[src/design/tws_pkg.sv]
// Shared constants, types and table-build data for the three-wheel spin mixer.
`default_nettype none

package tws_pkg;

    // Command format: signed fixed point with CMD_FRAC fraction bits.
    localparam int CMD_FRAC = 14;
    localparam int CMD_W    = 16;
    localparam int ANGLE_W  = 24;
    localparam int DELTA_W  = 15;
    localparam int THETA_W  = 15;
    localparam int COS_W    = CMD_FRAC + 1;

    localparam logic signed [CMD_W-1:0] CMD_ONE = CMD_W'(1 << CMD_FRAC);

    localparam int DEF_COS_DEPTH = 1024;

    // Angles in 1/64 degree.
    localparam int TURN_UNITS    = 23040;
    localparam int QUARTER_UNITS = 5760;
    localparam int OFFSET_A      = 0;
    localparam int OFFSET_B      = 7680;
    localparam int OFFSET_C      = 15360;

    // Cosine table build: pi/2 in Q30 and the Taylor term divisors (2k-1)(2k).
    localparam longint unsigned HALF_PI_Q30 = 64'd1686629713;
    localparam longint unsigned ONE_Q30     = 64'd1 << 30;
    localparam longint unsigned TAYLOR_DIV [1:12] = '{
        64'd2, 64'd12, 64'd30, 64'd56, 64'd90, 64'd132,
        64'd182, 64'd240, 64'd306, 64'd380, 64'd462, 64'd552
    };

    localparam int CFG_IDX_W  = 1;
    localparam int CFG_DATA_W = DELTA_W;

    typedef enum logic [CFG_IDX_W-1:0] {
        CFG_SPIN_MAX_DELTA = 1'b0,
        CFG_ALLOW_REVERSE  = 1'b1
    } t_cfg_index;

    // Clamped base, limited delta and wrapped angle handed to each wheel lane.
    typedef struct packed {
        logic                    valid;
        logic signed [CMD_W-1:0] base;
        logic [DELTA_W-1:0]      delta;
        logic [THETA_W-1:0]      theta;
    } t_mix;

endpackage

`default_nettype wire

[src/design/tws_front.sv]
// Front pipeline: command clamps, spin scaling, headroom limit and angle wrap.
`default_nettype none

module tws_front (
    input  logic                                  i_clk,
    input  logic                                  i_rst_n,
    input  logic                                  i_accept,
    input  logic signed [tws_pkg::CMD_W-1:0]      i_base_command,
    input  logic signed [tws_pkg::CMD_W-1:0]      i_spin_command,
    input  logic signed [tws_pkg::ANGLE_W-1:0]    i_spin_angle,
    input  logic [tws_pkg::DELTA_W-1:0]           i_spin_max_delta,
    input  logic                                  i_allow_reverse,
    output tws_pkg::t_mix                         o_mix
);
    import tws_pkg::*;

    // One turn is 512 * 45 units: the low bits pass, the high part is taken mod 45.
    localparam int ANG_LO_W   = 9;
    localparam int ANG_HI_W   = ANGLE_W - ANG_LO_W;
    localparam int WRAP_DIV   = TURN_UNITS >> ANG_LO_W;
    localparam int WRAP_SHIFT = 21;
    localparam int WRAP_RECIP = ((1 << WRAP_SHIFT) + WRAP_DIV - 1) / WRAP_DIV;
    localparam int RECIP_W    = 16;
    localparam int WPROD_W    = ANG_HI_W + RECIP_W;
    localparam int WQ_W       = WPROD_W - WRAP_SHIFT;
    localparam int REM_W      = 6;
    // Flipping the sign bit adds 2^(ANG_HI_W-1); this is its residue mod 45.
    localparam int WRAP_BIAS  = (1 << (ANG_HI_W - 1)) % WRAP_DIV;
    localparam int SPROD_W    = 2 * DELTA_W;
    localparam int ROOM_W     = CMD_W + 2;

    logic signed [CMD_W-1:0] lo_bound;
    assign lo_bound = i_allow_reverse ? -CMD_ONE : '0;

    // Stage 1: clamps and the reciprocal multiply for the angle wrap.
    logic signed [CMD_W-1:0] n_base;
    logic [DELTA_W-1:0]      n_spin;
    logic [ANG_HI_W-1:0]     n_u;
    logic [WPROD_W-1:0]      n_wprod;

    always_comb begin
        if (i_base_command < lo_bound) begin
            n_base = lo_bound;
        end else if (i_base_command > CMD_ONE) begin
            n_base = CMD_ONE;
        end else begin
            n_base = i_base_command;
        end
        if (i_spin_command[CMD_W-1]) begin
            n_spin = '0;
        end else if (i_spin_command > CMD_ONE) begin
            n_spin = DELTA_W'(CMD_ONE);
        end else begin
            n_spin = i_spin_command[DELTA_W-1:0];
        end
        n_u     = {~i_spin_angle[ANGLE_W-1], i_spin_angle[ANGLE_W-2:ANG_LO_W]};
        n_wprod = WPROD_W'(n_u) * WPROD_W'(WRAP_RECIP);
    end

    logic                    r1_valid;
    logic signed [CMD_W-1:0] r1_base;
    logic [DELTA_W-1:0]      r1_spin;
    logic [ANG_HI_W-1:0]     r1_u;
    logic [WPROD_W-1:0]      r1_wprod;
    logic [ANG_LO_W-1:0]     r1_alow;

    always_ff @(posedge i_clk) begin
        if (!i_rst_n) begin
            r1_valid <= 1'b0;
        end else begin
            r1_valid <= i_accept;
        end
        r1_base  <= n_base;
        r1_spin  <= n_spin;
        r1_u     <= n_u;
        r1_wprod <= n_wprod;
        r1_alow  <= i_spin_angle[ANG_LO_W-1:0];
    end

    // Stage 2: requested delta and the wrapped angle.
    logic [WQ_W-1:0]     wq;
    logic [ANG_HI_W-1:0] wrem_full;
    logic [REM_W-1:0]    wrem;
    logic [REM_W-1:0]    wmod;
    logic [SPROD_W-1:0]  sprod;
    logic [DELTA_W-1:0]  n_dreq;
    logic [THETA_W-1:0]  n_theta;

    always_comb begin
        wq        = r1_wprod[WPROD_W-1:WRAP_SHIFT];
        wrem_full = r1_u - ANG_HI_W'(ANG_HI_W'(wq) * ANG_HI_W'(WRAP_DIV));
        wrem      = wrem_full[REM_W-1:0];
        if (wrem >= REM_W'(WRAP_BIAS)) begin
            wmod = wrem - REM_W'(WRAP_BIAS);
        end else begin
            wmod = wrem + REM_W'(WRAP_DIV - WRAP_BIAS);
        end
        n_theta = {wmod, r1_alow};
        sprod   = SPROD_W'(r1_spin) * SPROD_W'(i_spin_max_delta);
        n_dreq  = sprod[CMD_FRAC +: DELTA_W];
    end

    logic                    r2_valid;
    logic signed [CMD_W-1:0] r2_base;
    logic [DELTA_W-1:0]      r2_dreq;
    logic [THETA_W-1:0]      r2_theta;

    always_ff @(posedge i_clk) begin
        if (!i_rst_n) begin
            r2_valid <= 1'b0;
        end else begin
            r2_valid <= r1_valid;
        end
        r2_base  <= r1_base;
        r2_dreq  <= n_dreq;
        r2_theta <= n_theta;
    end

    // Stage 3: shrink delta so that base plus or minus delta stays in range.
    logic signed [ROOM_W-1:0] room_hi;
    logic signed [ROOM_W-1:0] room_lo;
    logic signed [ROOM_W-1:0] dlim;
    logic [DELTA_W-1:0]       n_delta;

    always_comb begin
        room_hi = ROOM_W'(CMD_ONE) - ROOM_W'(r2_base);
        room_lo = ROOM_W'(r2_base) - ROOM_W'(lo_bound);
        dlim    = $signed({{(ROOM_W - DELTA_W){1'b0}}, r2_dreq});
        if (dlim > room_hi) begin
            dlim = room_hi;
        end
        if (dlim > room_lo) begin
            dlim = room_lo;
        end
        n_delta = dlim[DELTA_W-1:0];
    end

    t_mix r3_mix;

    always_ff @(posedge i_clk) begin
        if (!i_rst_n) begin
            r3_mix.valid <= 1'b0;
        end else begin
            r3_mix.valid <= r2_valid;
        end
        r3_mix.base  <= r2_base;
        r3_mix.delta <= n_delta;
        r3_mix.theta <= r2_theta;
    end

    assign o_mix = r3_mix;

endmodule

`default_nettype wire

[config.mk]
export PLATFORM = sky130hd
export DESIGN_NAME = tws_front
export DESIGN_NICKNAME = d
export VERILOG_FILES = /design/src/design/tws_pkg.sv /design/src/design/tws_front.sv
export SDC_FILE = /design/constraint.sdc
export NUM_CORES = 1
export LEC_CHECK = 0
export ABC_AREA = 1
export BUFFER_PORTS_ARGS = -buffer_cell sky130_fd_sc_hd__buf_2
export CORE_MARGIN = 3
export CORE_UTILIZATION = 63
export DETAILED_ROUTE_END_ITERATION = 8
export HOLD_SLACK_MARGIN = 0.06
export PLACE_DENSITY_LB_ADDON = 0.1
export SYNTH_ARGS = -nofsm -noshare
export SYNTH_HDL_FRONTEND = slang
export SYNTH_SLANG_ARGS = --single-unit
export TNS_END_PERCENT = 100
[constraint.sdc]
create_clock -name i_clk -period 8 [get_ports i_clk]
set_clock_uncertainty 0.2 [all_clocks]
set_input_delay 1.6 -clock i_clk [delete_from_list [all_inputs] [get_ports i_clk]]
set_output_delay 1.6 -clock i_clk [all_outputs]
set_load 0.02 [all_outputs]
* Word level (Yosys, flattened, before mapping)
Cells that the tools add are included.
Widths: inputs -> output; s select.
** Cells by class
- $add $sub $neg :: 5
- Multipliers :: 3
- Magnitude comparators :: 6
- Muxes and demuxes :: 7
- Bitwise operators :: 1
- Reduce and logical (&&, ||, !) cells :: 1
** Operators by type and width (number)
- $mux 16 :: 3
- $gt 16x16->1 const B :: 2
- $mux 15 :: 2
- $mul 15x14->29 const B :: 1
- $mul 15x15->29 :: 1
- $gt 18x17->1 :: 1
- $mux 18 :: 1
- $gt 16x17->1 :: 1
- $sub 16x16->17 :: 1
- $sub 16x16->17 const A :: 1
- $lt 16x16->1 :: 1
- $mul 10x6->6 const B :: 1
- $add 6x6->6 const B :: 1
- $ge 6x3->1 const B :: 1
- $mux 6 :: 1
- $sub 6x3->6 const B :: 1
- $sub 6x6->6 :: 1
- $reduce_or 2->1 :: 1
- $not 1->1 :: 1
** Storage, ports and cells
- Flip-flop bits (word level) :: 170
- Input port bits :: 75
- Output and inout port bits :: 47

* Longest topological paths before layout
Gate-level depths: netlist of the first run.
- Depth in word-level cells :: 5
- Gate-level depth with buffers :: 34

* Worst setup path before layout of the first run
OpenSTA, ideal clock, no wires.
- Path type :: input-to-reg
- Start :: input port i_spin_max_delta[14] (netlist bit)
- End :: register r2_dreq[13]
- Library setup time :: 0.112 ns
- Arrival :: 6.397 ns
- Path slack :: 1.291 ns
- Stages on the path :: 20
- Cell sequence :: clkbuf_1 -> nand2_1 -> fa_1 -> fa_1 -> inv_1 -> fa_1 -> fa_1 -> fa_1 -> inv_1 -> fa_1 -> inv_1 -> ha_1 -> nand2_1 -> inv_1 -> a21boi_0 -> o21ai_0 -> a31oi_1 -> nand2_1 -> nand2_1 -> nand2_1
** Between the ends
- Longest elaborated chain between the ends :: 1
** Ends and longest elaborated chain
- start: declaration :: RTL line tws_front.sv:11 : input logic [tws_pkg::DELTA_W-1:0] i_spin_max_delta,
- $mul 15x15->29 :: RTL line tws_front.sv:99 : sprod = SPROD_W'(r1_spin) * SPROD_W'(i_spin_max_delta);
- via sprod[27] :: RTL line tws_front.sv:85 : logic [SPROD_W-1:0] sprod;
- end signal: assignment :: RTL line tws_front.sv:115 : r2_dreq <= n_dreq;
- end: declaration :: RTL line tws_front.sv:105 : logic [DELTA_W-1:0] r2_dreq;
The timed path passes the listed nets, and every way through them passes these cells.
A chain may end at the register's enable or synchronous reset.

* Worst setup path after layout of the first run
- Start :: input port i_spin_max_delta[5] (netlist bit)
- End :: register r2_dreq[4]
Same word-level chain as after synthesis.

==> key figures, run 1 <==
Worst hold path
  – Hold Path Class: reg2reg

Floorplanning
  – Number of top-level pins: 122
  – Total Die Area: 28,100 sq um
  – Die Height: 168 microns
  – Row count: 58
  – Die span in x: 168 microns
  – Initial Utilization: 0.647
  – Core area: 25,400 sq um

Detailed routing
  – Antenna Nets Post-Route: 0
  – WL/cell: 14.7 microns
  – Via density: 5.21
  – 1st-pass router iterations: 8
  – Total number of vias: 13,000
  – First DRT Iteration DRCs: 797
  – Detailed Route WL: 36,600 microns
  – # DRC: 0

Global routing
  – Initial antenna violation count: 0
  – Global-route wire length before repair: 63,200 microns
  – Vias in the first global route: 13,700
  – GRT Residual Overflow: 0
  – GRT Overall Usage: 0.274
  – Pin count of the biggest net entering global routing: 19

Pwr
  – Sw frac: 0.490
  – Sequential power share: 0.196
  – Pwr Density: 280 nW/um^2
  – Leakage Power: 10.4 nW
  – Switching Power: 2.45 mW
  – Clock power share: 0.163
  – Power after layout: 5.00 mW
  – Worst VDD drop: 0.000206 V
  – Int Power: 2.55 mW
  – Combinational Power Share: 0.641

Clock network
  – Htree depth: 4
  – # clock sinks: 147
  – CTS tree: done
  – Post-CTS Setup Bufs: 0
  – Root buf cell: clkbuf_16
  – Post-CTS Resized: 0
  – CTS clk-pin slew, worst paths: 0.08 ns
  – Maximum clock insertion buffer count: 2
  – Clk Latency, worst-skew pair: 0.43 ns
  – CTS Hold Bufs: 0
  – CTS Buf Count: 17

Synth
  – Area leader, netlist: fa_1
  – Ranking of synthesized cells by area: fa_1, dfxtp_1, ha_1, inv_1, nand2_1
  – Sequential area share after synthesis: 0.179
  – Synth Net Count: 2,568
  – Netlist cell types: 38
  – Synth Flop Type: dfxtp_1
  – Top post-synthesis cells by count: inv_1, nand2_1, ha_1, fa_1, dfxtp_1
  – Mean area per synthesized cell: 8.02 sq um
  – FFs w/ async S/R, synth: 0
  – Most common cell in the synthesized netlist: inv_1
  – Share of the synthesized area in the top cell type: 0.262
  – Yosys Warn Count: 0
  – Flops & latches, synth: 147
  – Synthesized area: 16,400 sq um
  – Post-synthesis cell count: 2,050
  – Number of synthesized flops with an enable pin: 0

STA
  – Fmax: 150 MHz
  – Max-slew headroom: 0.406
  – Worst Tran Pin Value: 0.889 ns
  – Post-Route Setup TNS: 0 ns
  – Slew Limit Fails: 0
  – Final setup fails: 0
  – Hold Fails Final Rpt: 0
  – Period utilization: 0.833
  – RSZ-0062 raised after global routing: no
  – Tmin final: 6.67 ns

Final layout
  – Final nets: 2,669
  – Fraction of layout cells with a size suffix above 1: 0.0795
  – Post-Layout Cell Count: 2,494
  – Layout Area Growth over Synthesis: 8.85%
  – Fillers: 2,092
  – N_diodes: 0

Setup path
  – Critical path launch point type: input pin
  – Worst path required time: 8.11 ns
  – Worst path arrival time: 6.78 ns
  – CP Capture Type: flop
  – Crit path kind: in2reg
  – Critical Path Fanout Max: 15

Run
  – Max cap viols: 0

Placed design
  – Dpl cells: 2,462
  – DP HPWL: 30,400 microns
  – Port Buffer Count: 121
  – Routability cong.: 0.965

Run status
  – Outcome: complete, no violations
==> worst paths after layout <==
| path | endpoint | slack (ns) | depth (start not counted) | start |
|---|---|---|---|---|
| max | r2_dreq[4] | 1.33 | 18 | i_spin_max_delta[5] |
| min | o_mix[4] | 0.12 | 0 | r2_theta[4] |
| max reg2reg | r2_dreq[4] | 2.00 | 17 | r1_spin[6] |
| min reg2reg | o_mix[4] | 0.12 | 0 | r2_theta[4] |
==> flip-flops by register name (all words and copies together) (netlist names) <==
signal / cells
o_mix: 47
r1_alow: 9
r1_base: 16
r1_spin: 15
r1_u: 6
r1_valid: 1
r1_wprod: 6
r2_base: 16
r2_dreq: 15
r2_theta: 15
r2_valid: 1
==> power groups by stage <==
stage	clock network [mW]	logic [mW]	registers, mW
6_report	0.815	3.21	0.983
3_3_place_gp	0	3.09	0.998
5_1_grt	0.864	3.70	0.999
3_5_place_dp	0	3.16	1.00
4_1_cts	0.833	3.22	0.984
2_1_floorplan	0	2.41	1.04
==> layout by cell type, fill, tap and decap left out, types with 3 or more instances in the layout <==
master and instances:
a21o_1 11, a21oi_1 57, a31oi_1 5, and2_1 14
buf_2 121, clkbuf_16 17, clkinv_8 4, dfxtp_1 147
fa_1 215, ha_1 228, inv_1 530, inv_2 3
inv_8 6, nand2_1 450, nand2_2 5, nand3_1 77
nand4_1 16, nor2_1 95, nor3_1 18, nor4_1 13
o21a_1 5, o21ai_0 38, o21bai_1 8, or2_2 3
xnor2_1 16, xor2_1 39
==> cell families (layout without fill, tap and decap cells) <==
| logic type | Yosys count | after routing | share of synthesized area |
|---|---|---|---|
| and+or+nand+nor | 700 | 700 | 0.178 |
| buffers and inverters | 572 | 686 | 0.132 |
| adders and majority gates | 443 | 443 | 0.435 |
| DFF | 147 | 147 | 0.179 |
| AOI/OAI and AO/OA | 133 | 133 | 0.0461 |
| xor gates and xnor gates | 55 | 55 | 0.0293 |
==> worst max-delay path, cell delays in order <==
cell and delay [ns]:
buf_2 0.28, nand2_1 0.13, fa_1 0.56, inv_1 0.05, fa_1 0.50, fa_1 0.53
fa_1 0.44, fa_1 0.55, inv_1 0.06, fa_1 0.54, inv_1 0.05, ha_1 0.33
a21oi_1 0.24, o21ai_0 0.17, o21bai_1 0.21, a21oi_1 0.24, o21bai_1 0.12, xor2_1 0.16
==> metrics by stage <==
stage | setup slack [ns] | hold slack [ns] | utilization | instance area (sq um)
6_report | 1.33 | 0.119 | 0.704 | 17900
2_1_floorplan | 1.29 | 0.110 | - | 16400
3_3_place_gp | 0.997 | 0.110 | 0.680 | 17300
5_1_grt | 1.06 | 0.121 | 0.704 | 17900
3_5_place_dp | 0.937 | 0.112 | 0.680 | 17300
4_1_cts | 1.39 | 0.122 | 0.704 | 17900
==> area by class of cell <==
type | count | area, sq um | share of cell area
clock buffer | 17 | 425 | 0.0238
clock inverter | 15 | 181 | 0.0101
multi-input combinational | 1331 | 11300 | 0.633
timing repair buffer | 121 | 606 | 0.0338
inverter | 533 | 2000 | 0.112
sequential | 147 | 2940 | 0.164
tap | 330 | 413 | 0.0231
==> metal layers <==
| layer | vias up | global-route usage | part of all wire |
|---|---|---|---|
| met2 | 369 | 0.479 | 0.49 |
| li1 | 6354 | - | - |
| met3 | 55 | 0.0458 | 0.055 |
| met4 | 0 | 0.0697 | 0.019 |
| met5 | - | 0 | 0 |
| met1 | 6219 | 0.357 | 0.43 |
Note: power is estimated with default switching activity, not from simulation.
==> run 2, diff against run 1 <==
- CORE_UTILIZATION: 63 -> 57
- clock period: 8 -> 5.4 ns (I/O delays scaled with it)
==> run 2 against run 1 <==
Compared with the run above: the flow now finishes with violations (setup timing); sequential share of layout area down 1.7 points; via count up 4.8%; final area up 12%; clock-buffer cell count up 1; power up 70%.
==> key figures, run 2 (synthesized netlist as in run 1, its figures left out) <==
STA
  – Post-Route Setup TNS: -0.875 ns
  – Hold slack: 0.115 ns
  – Setup WS post-layout: -0.137 ns
  – Slew Limit Fails: 0
  – RSZ-0062 raised after global routing: yes
  – Max-slew headroom: 0.400
  – Worst Tran Pin Value: 0.898 ns
  – Tmin final: 5.54 ns
  – Final setup fails: 13
  – Fmax: 181 MHz
  – Hold Fails Final Rpt: 0
  – Period utilization: 1.03

Pwr
  – Switching Power: 4.07 mW
  – Leakage Power: 11.3 nW
  – Pwr Density: 425 nW/um^2
  – Worst VDD drop: 0.000345 V
  – Int Power: 4.43 mW
  – Sw frac: 0.478
  – Clock power share: 0.141
  – Combinational Power Share: 0.689
  – Sequential power share: 0.170

Final layout
  – FF/Latch Area: 2950 sq um
  – Commonest non-fill, non-tap cell in the layout: inv_1
  – Layout Utilization: 0.712
  – Fraction of layout cells with a size suffix above 1: 0.203
  – Final nets: 2,812
  – Layout Area Growth over Synthesis: 21.7%
  – Most frequent cells in the layout: inv_1, nand2_1, ha_1, fa_1, dfxtp_1
  – N_diodes: 0
  – Multi-input gate area: 12,100 sq um
  – Fillers: 2,289
  – Max reg flops: 47

Clock network
  – CTS clk-pin slew, worst paths: 0.07 ns
  – # clock sinks: 147
  – Clk Latency, worst-skew pair: 0.43 ns
  – CTS Hold Bufs: 0
  – CTS tree: done
  – Htree depth: 4
  – Root buf cell: clkbuf_16
  – CTS Buf Count: 17
  – Maximum clock insertion buffer count: 2

Run
  – Max cap viols: 0

Setup path
  – Worst path arrival time: 5.65 ns
  – Critical Path Fanout Max: 5
  – Worst path required time: 5.52 ns
  – CP Capture Type: flop
  – Crit path kind: in2reg
  – Critical path launch point type: input pin
  – R2R setup slack: -0.03 ns

Run status
  – Outcome: finished with violations
  – Failing checks: setup timing

Global routing
  – Pin count of the biggest net entering global routing: 19
  – Initial antenna violation count: 0
  – GRT Overall Usage: 0.266
  – GRT Residual Overflow: 0
  – Global-route wire length before repair: 66,300 microns
  – Vias in the first global route: 14,100

Detailed routing
  – Via density: 5.07
  – First DRT Iteration DRCs: 628
  – Antenna Nets Post-Route: 0
  – 1st-pass router iterations: 5
  – Detailed Route WL: 39,400 microns
  – Total number of vias: 13,600
  – WL/cell: 14.7 microns
  – # DRC: 0

Floorplanning
  – Number of top-level pins: 122
  – Initial Utilization: 0.585
  – Die Height: 176 microns
  – Total Die Area: 30,900 sq um
  – Row count: 61
  – Die span in x: 176 microns
  – Core area: 28,100 sq um

Placed design
  – Setup WS pre-CTS: -0.755 ns
  – DP HPWL: 32,600 microns
  – Routability cong.: 0.961
  – Port Buffer Count: 121

Worst hold path
  – Hold Path Class: reg2reg
==> run 2: cell type report <==
cell class,count,area share
Tap cell,378,0.0237
Sequential cell,147,0.147
Clock inverter,14,0.00795
Inverter,533,0.100
Multi-Input combinational cell,1331,0.603
Clock buffer,18,0.0215
Timing Repair Buffer,264,0.0962
==> run 2: critical path: stages <==
cell	delay (ns)
buf_12	0.10
nand2_4	0.05
fa_1	0.55
inv_1	0.05
fa_1	0.46
fa_1	0.52
inv_2	0.04
fa_1	0.54
inv_2	0.04
fa_1	0.54
inv_2	0.04
fa_1	0.49
inv_2	0.05
ha_4	0.34
a21oi_4	0.08
o21ai_2	0.19
inv_1	0.07
buf_4	0.13
buf_4	0.12
nand3_1	0.08
nand2_1	0.07
==> run 2: what timing repair did <==
action / in CTS / in global routing
setup endpoints to repair: 15 / 32
gates cloned: 1 / 1
pin swaps: 69 / 45
buffers inserted: 2 / 10
gates resized for setup: 123 / 53
==> run 2: final timing paths <==
kind	startpoint	to	depth (start not counted)
worst min register to register	r1_base[6]	r2_base[6]	0
worst min-delay path	r1_base[6]	r2_base[6]	0
worst max-delay path	i_spin_max_delta[3]	r2_dreq[5]	21
worst max register to register	r1_spin[6]	r2_dreq[5]	21
==> run 2: routing by layer <==
layer,up-vias,routed length (microns),GRT usage
met3,66,2010,0.0415
met5,-,0,0
met2,325,19400,0.462
met1,6571,17000,0.344
li1,6655,-,-
met4,0,905,0.0775
==> run 2: power by group through the flow <==
stage	Combinational (mW)	Sequential, mW	Clock, mW
2_1_floorplan	3.79	1.54	0
3_3_place_gp	5.36	1.47	0
3_5_place_dp	5.50	1.47	0
4_1_cts	5.72	1.45	1.22
5_1_grt	6.64	1.47	1.26
6_report	5.86	1.45	1.20
==> run 2: per-stage QoR <==
stage          power, mW  instances  instance area, sq um
2_1_floorplan       5.33       2050                 16900
3_3_place_gp        6.83       2639                 18700
3_5_place_dp        6.98       2639                 18700
4_1_cts             8.39       2674                 19700
5_1_grt             9.36       2685                 20000
6_report            8.50       2685                 20000
